===== src/hw/rtl/fljac_pkg.sv =====
`default_nettype none
package fljac_pkg;

    localparam int FEATURES      = 64;
    localparam int LEAVES        = 256;
    localparam int PAIRS         = 1024;
    localparam int FRACTION_BITS = 16;

    localparam int ROW_W   = 64;
    localparam int LEAF_W  = 8;
    localparam int PAIR_W  = 10;
    localparam int SUM_W   = 27;
    localparam int CNT_W   = $clog2(FEATURES + 1);
    localparam int RATIO_W = FRACTION_BITS + 1;
    localparam int DIVD_W  = CNT_W + FRACTION_BITS;
    localparam int STEP_W  = $clog2(DIVD_W + 1);

    localparam logic [ROW_W-1:0] FEAT_MASK = {ROW_W{1'b1}} >> (ROW_W - FEATURES);
    localparam logic [SUM_W-1:0] SUM_MAX   = {SUM_W{1'b1}};

    typedef enum logic {
        CMD_LOAD = 1'b0,
        CMD_PAIR = 1'b1
    } t_cmd;

    typedef enum logic [2:0] {
        S_IDLE,
        S_RDA,
        S_RDB,
        S_START,
        S_DIV,
        S_ACC
    } t_state;

    typedef struct packed {
        logic              wr_en;
        logic [LEAF_W-1:0] wr_addr;
        logic [ROW_W-1:0]  wr_data;
        logic              rd_en;
        logic [LEAF_W-1:0] rd_addr;
    } t_leaf_cmd;

    typedef struct packed {
        logic               rd_en;
        logic               wr_en;
        logic [PAIR_W-1:0]  addr;
        logic [RATIO_W-1:0] ratio;
        logic               first;
    } t_sum_cmd;

    // Adder tree over the 64 row bits, six levels of narrow adds
    function automatic logic [CNT_W-1:0] count_ones(input logic [ROW_W-1:0] v);
        logic [1:0] l1 [32];
        logic [2:0] l2 [16];
        logic [3:0] l3 [8];
        logic [4:0] l4 [4];
        logic [5:0] l5 [2];
        for (int i = 0; i < 32; i++) l1[i] = 2'(v[2*i]) + 2'(v[2*i+1]);
        for (int i = 0; i < 16; i++) l2[i] = 3'(l1[2*i]) + 3'(l1[2*i+1]);
        for (int i = 0; i < 8; i++)  l3[i] = 4'(l2[2*i]) + 4'(l2[2*i+1]);
        for (int i = 0; i < 4; i++)  l4[i] = 5'(l3[2*i]) + 5'(l3[2*i+1]);
        for (int i = 0; i < 2; i++)  l5[i] = 6'(l4[2*i]) + 6'(l4[2*i+1]);
        return CNT_W'(l5[0]) + CNT_W'(l5[1]);
    endfunction

endpackage
`default_nettype wire


===== src/hw/rtl/fljac_div.sv =====
`default_nettype none
module fljac_div
    import fljac_pkg::*;
(
    input  wire logic               i_clk,
    input  wire logic               i_rst_n,
    input  wire logic               i_start,
    input  wire logic [DIVD_W-1:0]  i_dividend,
    input  wire logic [CNT_W-1:0]   i_divisor,
    output logic                    o_done,
    output logic [RATIO_W-1:0]      o_quotient
);

    logic              r_busy;
    logic              r_done;
    logic [STEP_W-1:0] r_cnt;
    logic [CNT_W-1:0]  r_rem;
    logic [CNT_W-1:0]  r_div;
    logic [DIVD_W-1:0] r_quo;

    logic [CNT_W:0]    trial;
    logic              fits;
    logic [CNT_W-1:0]  n_rem;

    // Restoring step: shift in one dividend bit, subtract if the divisor fits
    always_comb begin
        trial = {r_rem, r_quo[DIVD_W-1]};
        fits  = (trial >= {1'b0, r_div});
        n_rem = fits ? CNT_W'(trial - {1'b0, r_div}) : CNT_W'(trial);
    end

    always_ff @(posedge i_clk) begin
        if (!i_rst_n) begin
            r_busy <= 1'b0;
            r_done <= 1'b0;
            r_cnt  <= '0;
        end else if (i_start) begin
            r_busy <= 1'b1;
            r_done <= 1'b0;
            r_cnt  <= '0;
        end else if (r_busy) begin
            r_cnt <= r_cnt + 1'b1;
            if (r_cnt == STEP_W'(DIVD_W - 1)) begin
                r_busy <= 1'b0;
                r_done <= 1'b1;
            end
        end
    end

    always_ff @(posedge i_clk) begin
        if (i_start) begin
            r_rem <= '0;
            r_div <= i_divisor;
            r_quo <= i_dividend;
        end else if (r_busy) begin
            r_rem <= n_rem;
            r_quo <= {r_quo[DIVD_W-2:0], fits};
        end
    end

    assign o_done     = r_done;
    assign o_quotient = r_quo[RATIO_W-1:0];

endmodule
`default_nettype wire


===== config.mk =====
export PLATFORM = sky130hd
export DESIGN_NAME = fljac_div
export DESIGN_NICKNAME = d
export VERILOG_FILES = /design/src/hw/rtl/fljac_pkg.sv /design/src/hw/rtl/fljac_div.sv
export SDC_FILE = /design/constraint.sdc
export NUM_CORES = 1
export LEC_CHECK = 0
export ABC_AREA = 1
export BUFFER_PORTS_ARGS = -buffer_cell sky130_fd_sc_hd__buf_4
export CORE_ASPECT_RATIO = 0.8
export CORE_MARGIN = 2
export CORE_UTILIZATION = 55
export DETAILED_ROUTE_END_ITERATION = 7
export MAX_ROUTING_LAYER = met4
export PLACE_DENSITY_LB_ADDON = 0.1
export SETUP_SLACK_MARGIN = 0.02
export SLEW_MARGIN = 40
export SYNTH_ARGS = -nofsm -noshare
export SYNTH_HDL_FRONTEND = slang
export SYNTH_SLANG_ARGS = --single-unit

===== constraint.sdc =====
create_clock -name i_clk -period 3.85 [get_ports i_clk]
set_input_delay 0 -clock i_clk [delete_from_list [all_inputs] [get_ports i_clk]]
set_output_delay 0 -clock i_clk [all_outputs]
set_load 0.05 [all_outputs]

Word-level counts from Yosys, hierarchy flattened
Index checks and enable logic that the tools add are counted.
- input port bits: 33
- register bits after elaboration: 44
- word-level logic and storage cells: 20
- reductions and logical operators: 3
- bitwise gates (word level): 1
- $lt $le $gt $ge: 1
- equal/unequal tests: 1
- muxes and demuxes: 6
- add/sub/neg operators: 2
- operator list (operator ; number):
    $mux W23 ; 2
    $ge A8 B7 Y1 ; 1
    $mux W7 ; 1
    $sub A7 B7 Y7 ; 1
    $add A5 B1 Y5 const B ; 1
    $eq A5 B5 Y1 const B ; 1
    $mux W1 ; 3
    $reduce_and A2 Y1 ; 1
    $reduce_bool A2 Y1 ; 1
    $reduce_or A2 Y1 ; 1
    $not A1 Y1 ; 1

Logic depth before layout (Yosys ltp)
Gate-level depths: netlist (run 1).
- word-level depth: 4
- depth in mapped cells: 12

Worst setup path before layout (run 1)
Ideal clock, no wire load.
- path type: register to register
- start: register r_div[0]
- end: register r_rem[0]
- data required time: 3.712 ns
- arrival: 1.517 ns
- cell stages (with the launch flop): 11
- path slack: 2.195 ns
- path buffers: 0
- library setup time: 0.138 ns
- period minus slack after synthesis: 1.655 ns
- path through: edfxtp_1 > ha_1 > fa_1 > inv_1 > nand2_1 > nand2_2 > nand3_2 > nand3_4 > nand2_1 > nand3_1 > o21ai_2
- longest elaborated chain between the ends: 2
- elaborated cells on any way between the ends: 3
- ends and longest elaborated chain (item ; RTL line ; source):
    from (decl) ; fljac_div.sv:18 ; logic [CNT_W-1:0] r_div;
    from (signal assigned) ; fljac_div.sv:53 ; r_div <= i_divisor;
    $sub A7 B7 Y7 / $ge A8 B7 Y1 (equally long branches) ; fljac_div.sv:29, fljac_div.sv:28 ;
    $mux W7 * ; fljac_div.sv:29 ; n_rem = fits ? CNT_W'(trial - {1'b0, r_div}) : CNT_W'(trial);
    to (signal assigned) ; fljac_div.sv:56 ; r_rem <= n_rem;
    to (decl) ; fljac_div.sv:17 ; logic [CNT_W-1:0] r_rem;
Mark *: on every way between the ends. The rest lies on a longest branch, timed or not.
A chain may end at the register's enable or synchronous reset.

Final worst setup path (run 1)
- start: register r_div[0]
- end: register r_rem[4]
Same word-level chain as after synthesis.

==> results.tsv, run 1 <==
stage	metric	value	unit
run_status	status	completed	
global_route	initial antenna violation count	0	
clocking	Longest Clk Path Bufs	2	
pwr	switch share	30.80	%
global_route	largest net degree at the start of global routing	34	
die	die area	4942	um2
detailed_routing	initial drt markers	99	
placement	hpwl dp	3.244	mm
clocking	CTS tree	built	
clocking	Clock Sinks	44	
sta	hold slack	9.200	ps
sta	Period Utilization, post-route	46.67	%
detailed_routing	remaining antenna violation count	0	
sta	Achievable Freq	556.6	MHz
synth	Syn Nets	321	
pwr	Lkg Pwr	1.498	nW
pwr	P per Cell Area	369.4	nW/um2
critical_path	CP peak stage delay	420	ps
die	Starting Density	57.47	%
pwr	VDD IR max	0.0002584	V
global_route	gr ovfl total	0	
clocking	Root Buffer	clkbuf_8	
sta	Slew Viols, Final	0	
sta	Setup Skew	3.348	ps
global_route	total track usage	21.80	%
detailed_routing	WL final	4.909	mm
job	Max Cap Viol	0	
pwr	Net Sw Power	0.0003498	W
critical_path	critical path required time	4090	ps
critical_path	Reg2Reg Depth	11	
clocking	CTS clock-pin slew for the worst setup and hold paths	80	ps
synth	top cells by area, synth	edfxtp_1 37%, nand2_1 17%, dfxtp_1 12%	
critical_path	WP data arrival	2040	ps
sta	fin crit period	1797	ps
sta	Slew HR	64.71	%
critical_path	end of the worst register-to-register path	r_rem[4]	
final_layout	Layout area overhead	27.29	%
min_path	min-delay worst type	primary input to flop	
critical_path	r2r setup slk	2050	ps
synth	Seq/Total Area, Yosys	48.89	%
critical_path	CP Capture Type	flop	
detailed_routing	DRC	0	
die	Die Span X	78.10	um
placement	Port Buf Inserts	50	
pwr	clock power share	24.5	%
critical_path	Max FO, Critical Path	8	
synth	area leader, netlist	edfxtp_1	
synth	Ys Warns	0	
critical_path	CP endpoint	r_rem[4]	
die	row cnt	21	
sta	Worst-Margin Slew	528.6	ps
final_layout	Layout Cells excl Fill	399	
detailed_routing	Vias	1908	
pwr	Internal	0.0007861	W
detailed_routing	WL/cell	12.30	um
synth	Post-Synthesis Cells	278	
sta	Setup violations, final	0	
critical_path	worst r2r src	r_div[0]	
final_layout	layout cells sized above 1	21.93	%
die	Die Y	63.28	um
sta	setup TNS	0	ps
pwr	Comb power frac	25.3	%
critical_path	CP Launch Type	flop	
die	Boundary Pins	51	
synth	Cell variety after synth	31	
detailed_routing	first-pass detailed-route iteration total	5	
sta	Hold Vio Cnt, Final	0	
synth	Synth top area share	37.29	%
synth	register bit total from synthesis	44	
clocking	TritonCTS Buffers	5	
synth	Mean Syn Cell Area	8.691	um2
critical_path	CP max-delay cell	fa_1	
sta	RSZ-0062 raised after global routing	false	
die	CORE AREA	4204	um2
clocking	H-tree levels	2	
global_route	global-route wire length before repair	8.135	mm
critical_path	critical path launch point	r_div[0]	
critical_path	WS Path Type	flop to flop	
placement	dpl cells	362	
pwr	Flop pwr share	50.2	%
clocking	clk_lat worst skew	300	ps
global_route	vias in the first global route	1850	
synth	synthesized area	2416	um2
final_layout	nets@finish	384	
placement	Final GP Congestion	0.8610	
critical_path	crit-path cells	ha_1, fa_1, inv_1, nand2_1, nand2_2, nand2_2, nand2_1, nand2_2, nand3b_1, nand3_1, nand2_1	
final_layout	Antenna diodes	0	
detailed_routing	via density per instance	4.782	
## critical path, delay by kind of cell (launching register included)
family        cells  cell delay (ps)
fa+ha+maj         2              660
buf+inv           1               90
flops             1              370
simple gates      8              630
## Yosys cell counts (all sizes together)
master  count
nand3b      5
dfxtp      14
nor3        5
clkbuf      5
nand4       3
ha          9
nand3      18
o21ai       2
a21oi       5
fa          1
a31oi       2
nand2     114
o21a        1
o211ai      1
edfxtp     30
xor2        2
inv        31
or2         1
nor3b       1
nor2       10
buf        18
## power by group through the flow
stage / registers (W) / logic, W / clock network (W)
2_1_floorplan: 0.000572 / 0.000213 / 0
4_1_cts: 0.000570 / 0.000286 / 0.000283
5_1_grt: 0.000575 / 0.000312 / 0.000300
6_report: 0.000571 / 0.000287 / 0.000278
3_3_place_gp: 0.000579 / 0.000260 / 0
3_5_place_dp: 0.000581 / 0.000262 / 0
## area by class of cell
type	count	area, um2
multi-input combinational	180	957.2
clock buffer	6	72.57
fill	312	1129
timing repair buffer	79	665.6
clock inverter	2	11.26
sequential	44	1181
inverter	31	116.4
tap	57	71.32
## metrics by stage
| stage | area [um2] | power, W | setup slack (ps) | utilization [%] |
|---|---|---|---|---|
| after floorplan | 2416 | 0.0007858 | 2195 | - |
| after global placement | 2701 | 0.0008385 | 2127 | 64.26 |
| after detailed placement | 2701 | 0.0008426 | 2065 | 64.26 |
| after CTS | 3075 | 0.001139 | 2044 | 73.15 |
| after global routing | 3075 | 0.001187 | 1916 | 73.15 |
| final | 3075 | 0.001136 | 2053 | 73.15 |
## routing by layer
| layer | global-route usage, % | vias up | routed length, um |
|---|---|---|---|
| met3 | 5.014 | 9 | 180 |
| met5 | - | - | 0 |
| li1 | - | 1003 | - |
| met1 | 25.63 | 853 | 2249 |
| met4 | 6.579 | 0 | 65 |
| met2 | 37.50 | 43 | 2413 |
## worst min path at each step
stage	slack, ps	start	cells after the start	end
global placement	180	i_divisor[3]	1	r_div[3]
global route	30	i_dividend[5]	3	r_quo[5]
CTS	7	i_dividend[5]	3	r_quo[5]
detailed placement	180	i_divisor[4]	1	r_div[4]
floorplan	100	i_divisor[0]	0	r_div[0]
finish	9	i_dividend[5]	3	r_quo[5]
## registers in the layout (all words and copies together) (netlist names)
name	count
r_quo	23
r_div	7
r_rem	7
r_cnt	5
o_done	1
r_busy	1
## timing repair
action                                  CTS  global route
setup buffers                             0             0
endpoints found under the hold margin    29             0
resized for setup                         0             0
hold buffers                             29             0
endpoints found under the setup margin    0             0
## layout by cell type (no fill, tap or decap), types with 2 or more instances in the layout
master,Yosys,final
nand3b_1,5,5
nand2_2,4,4
ha_1,9,9
a21oi_1,4,4
nand3_2,3,3
dfxtp_1,14,14
clkbuf_8,1,5
nor3_1,5,5
nor2_4,3,3
buf_4,17,50
nand4_1,3,3
dlygate4sd3_1,0,29
inv_1,28,27
xor2_1,2,2
edfxtp_1,30,30
nand3_1,14,14
nor2_1,6,6
inv_2,3,4
nand2_1,110,110
a31oi_1,2,2
## cell families after synthesis
family	count (synthesis)	synth area share, %
AO/OA/AOI/OAI	11	3.211
flip-flops	44	48.89
AND/OR/NAND/NOR	157	30.19
buffers and inverters	54	11.50
adder cells (fa/ha/maj)	10	5.489
XOR/XNOR	2	0.7251
No activity file was read; power rests on OpenSTA's default activity.
==> run 2, diff against run 1 <==
--- a/config.mk
+++ b/config.mk
@@ -5,11 +5,11 @@
 export SDC_FILE = /design/constraint.sdc
 export NUM_CORES = 1
 export LEC_CHECK = 0
-export ABC_AREA = 1
+export ABC_AREA = 0
 export BUFFER_PORTS_ARGS = -buffer_cell sky130_fd_sc_hd__buf_4
 export CORE_ASPECT_RATIO = 0.8
 export CORE_MARGIN = 2
-export CORE_UTILIZATION = 55
+export CORE_UTILIZATION = 54
 export DETAILED_ROUTE_END_ITERATION = 7
 export MAX_ROUTING_LAYER = met4
 export PLACE_DENSITY_LB_ADDON = 0.1
==> constraint.sdc (replaced) <==
create_clock -name i_clk -period 1.75 [get_ports i_clk]
set_input_delay 0 -clock i_clk [delete_from_list [all_inputs] [get_ports i_clk]]
set_output_delay 0 -clock i_clk [all_outputs]
set_load 0.05 [all_outputs]
==> results.tsv, run 2 <==
stage	metric	value	unit
run_status	status	finished, violations left	
run_status	failing checks	negative setup slack	
die	Die Span X	79.04	um
synth	most common cell in the netlist	edfxtp_1	
sta	final setup margin	-250.2	ps
pwr	Final Power	0.002626	W
final_layout	Antenna diodes	0	
final_layout	layout cells sized above 1	43.77	%
min_path	Hold Path Cell Cnt	2	
die	die area	5061	um2
job	Max Cap Viol	0	
critical_path	CP peak stage delay	380	ps
detailed_routing	first-pass detailed-route iteration total	4	
final_layout	Most flops, register	r_quo	
die	Die Y	64.03	um
final_layout	Finished Cell Area	3218	um2
detailed_routing	DRC	0	
synth	register bit total from synthesis	44	
min_path	Hold Startpoint	i_dividend[22]	
sta	Slew HR	64.42	%
sta	Setup violations, final	8	
final_layout	commonest non-fill, non-tap cell in the layout	buf_4	
detailed_routing	WL final	5.203	mm
detailed_routing	remaining antenna violation count	0	
synth	Seq/Total Area, Yosys	48.56	%
synth	top cells by area, synth	edfxtp_1 37%, dfxtp_1 12%, mux2_2 10%	
critical_path	r2r setup slk	-250	ps
sta	hold slack	3.667	ps
critical_path	WS Path Type	flop to flop	
critical_path	WP data arrival	2220	ps
critical_path	Reg2Reg Depth	6	
synth	Mean Syn Cell Area	11.69	um2
pwr	P per Cell Area	815.9	nW/um2
critical_path	worst r2r src	r_div[0]	
pwr	Net Sw Power	0.0007972	W
global_route	vias in the first global route	1782	
synth	number of enable flip-flop cells after synthesis	30	
critical_path	top cell family by delay on the critical path	compound AO/OA/AOI/OAI gates	
min_path	min-delay worst type	primary input to flop	
critical_path	worst path buffer plus inverter count	0	
critical_path	Max FO, Critical Path	7	
detailed_routing	initial drt markers	88	
sta	fin crit period	2000	ps
clocking	TritonCTS Buffers	5	
placement	Area after DPL	2861	um2
sta	Hold Vio Cnt, Final	0	
sta	Period Utilization, post-route	114.3	%
clocking	Clock Sinks	44	
clocking	H-tree levels	2	
critical_path	CP max-delay cell	edfxtp_1	
final_layout	Layout area overhead	32.30	%
synth	synthesized area	2432	um2
sta	RSZ-0062 raised after global routing	true	
synth	Ys Warns	0	
critical_path	crit-path cells	ha_2, fa_2, nand2b_4, a211o_4, and3_4, a311oi_2	
pwr	switch share	30.36	%
clocking	CTS tree	built	
sta	Setup Skew	3.930	ps
pwr	Comb power frac	28.1	%
synth	Syn Nets	251	
final_layout	fillers	285	
pwr	Lkg Pwr	1.337	nW
critical_path	end of the worst register-to-register path	r_rem[2]	
pwr	Internal	0.001828	W
min_path	Hold Crit Endpoint	r_quo[22]	
die	row cnt	21	
die	CORE AREA	4257	um2
global_route	gr ovfl total	0	
global_route	total track usage	22.77	%
global_route	largest net degree at the start of global routing	48	
synth	Cell variety after synth	50	
synth	fraction of registers with async set/reset	0	%
sta	setup TNS	-1702	ps
die	Starting Density	57.14	%
synth	most frequent cells after synthesis	30 x edfxtp_1, 22 x mux2_2, 17 x buf_4	
synth	Post-Synthesis Cells	208	
synth	area leader, netlist	edfxtp_1	
detailed_routing	WL/cell	15.39	um
pwr	clock power share	24.2	%
placement	Final GP Congestion	0.8510	
die	Boundary Pins	51	
clocking	Longest Clk Path Bufs	2	
detailed_routing	Vias	1775	
synth	Top FF cell, synth	edfxtp_1	
final_layout	nets@finish	323	
placement	hpwl dp	3.537	mm
synth	Synth top area share	37.04	%
detailed_routing	via density per instance	5.251	
clocking	clk_lat worst skew	300	ps
final_layout	Regs by FF count	r_quo x23, r_div x7, r_rem x7	
clocking	Root Buffer	clkbuf_8	
critical_path	CP Capture Type	flop	
final_layout	Final Util	75.60	%
critical_path	CP Launch Type	flop	
critical_path	critical path required time	1970	ps
global_route	initial antenna violation count	0	
final_layout	most frequent cells in the layout	72 x buf_4, 30 x edfxtp_1, 22 x mux2_2, 19 x dlygate4sd3_1	
placement	Port Buf Inserts	50	
sta	Slew Viols, Final	0	
global_route	global-route wire length before repair	8.542	mm
final_layout	max reg flops	23	
pwr	VDD IR max	0.0005650	V
pwr	Flop pwr share	47.7	%
clocking	CTS clock-pin slew for the worst setup and hold paths	80	ps
sta	Achievable Freq	499.9	MHz
sta	Worst-Margin Slew	533.6	ps
run 2: changes by cell type after synthesis, moves of 5 or more:
cell,delta
nand2_1,-103
mux2_2,+22
inv_1,-15
nand3_1,-13
nor2_1,+8
nor2b_1,+5
run 2: worst max path at each step:
stage / depth (start not counted) / startpoint / slack [ps] / to
2_1_floorplan: 8 / r_div[0] / -290 / r_rem[0]
3_3_place_gp: 6 / r_div[0] / -220 / r_rem[2]
3_5_place_dp: 7 / r_div[0] / -300 / r_rem[5]
4_1_cts: 6 / r_div[0] / -240 / r_rem[0]
5_1_grt: 7 / r_div[0] / -300 / r_rem[5]
6_report: 6 / r_div[0] / -250 / r_rem[2]
run 2: cell families after synthesis:
kind of cell / count (synthesis) / synth area share, %
fa+ha+maj: 10 / 5.453
buf+inv: 40 / 9.516
mux: 23 / 10.60
xor+xnor: 7 / 2.521
compound gates: 34 / 12.29
flops: 44 / 48.56
simple gates: 50 / 11.06
run 2: power by group through the flow:
stage	registers (W)	clock network [W]	logic, W
finish	0.00125	0.000634	0.000738
CTS	0.00125	0.000652	0.000720
detailed placement	0.00128	0	0.000670
floorplan	0.00126	0	0.000492
global route	0.00126	0.000692	0.000787
global placement	0.00127	0	0.000649
run 2: final cells by class:
class                   count  area [um2]  share of cell area (%)
inverters                  13       48.80                   1.516
clock inverters             2       11.26                  0.3499
multi-input cells         124        1082                   33.63
clock buffers               6       72.57                   2.255
flip-flops and latches     44        1181                   36.70
well taps                  57       71.32                   2.216
repair buffers             92       750.7                   23.33
run 2: what timing repair did:
action / 4_1_cts / 5_1_grt
endpoints found under the setup margin: 8 / 8
setup buffers: 4 / 1
pin swaps: 4 / 3
resized for setup: 3 / 4
hold endpoints to repair: 18 / 1
hold buffers: 18 / 1
run 2: routing by layer:
layer	GRT usage [%]	wire length, um	vias up
li1	-	-	882
met1	29.49	2332	840
met3	6.215	271	11
met4	5.819	68	0
met5	-	0	-
met2	35.81	2531	42
run 2: metrics by stage:
step	instances	worst slack (ps)
2_1_floorplan	208	-285.5
3_3_place_gp	306	-215.4
3_5_place_dp	306	-296.7
4_1_cts	336	-237.7
5_1_grt	338	-300.1
6_report	338	-250.2
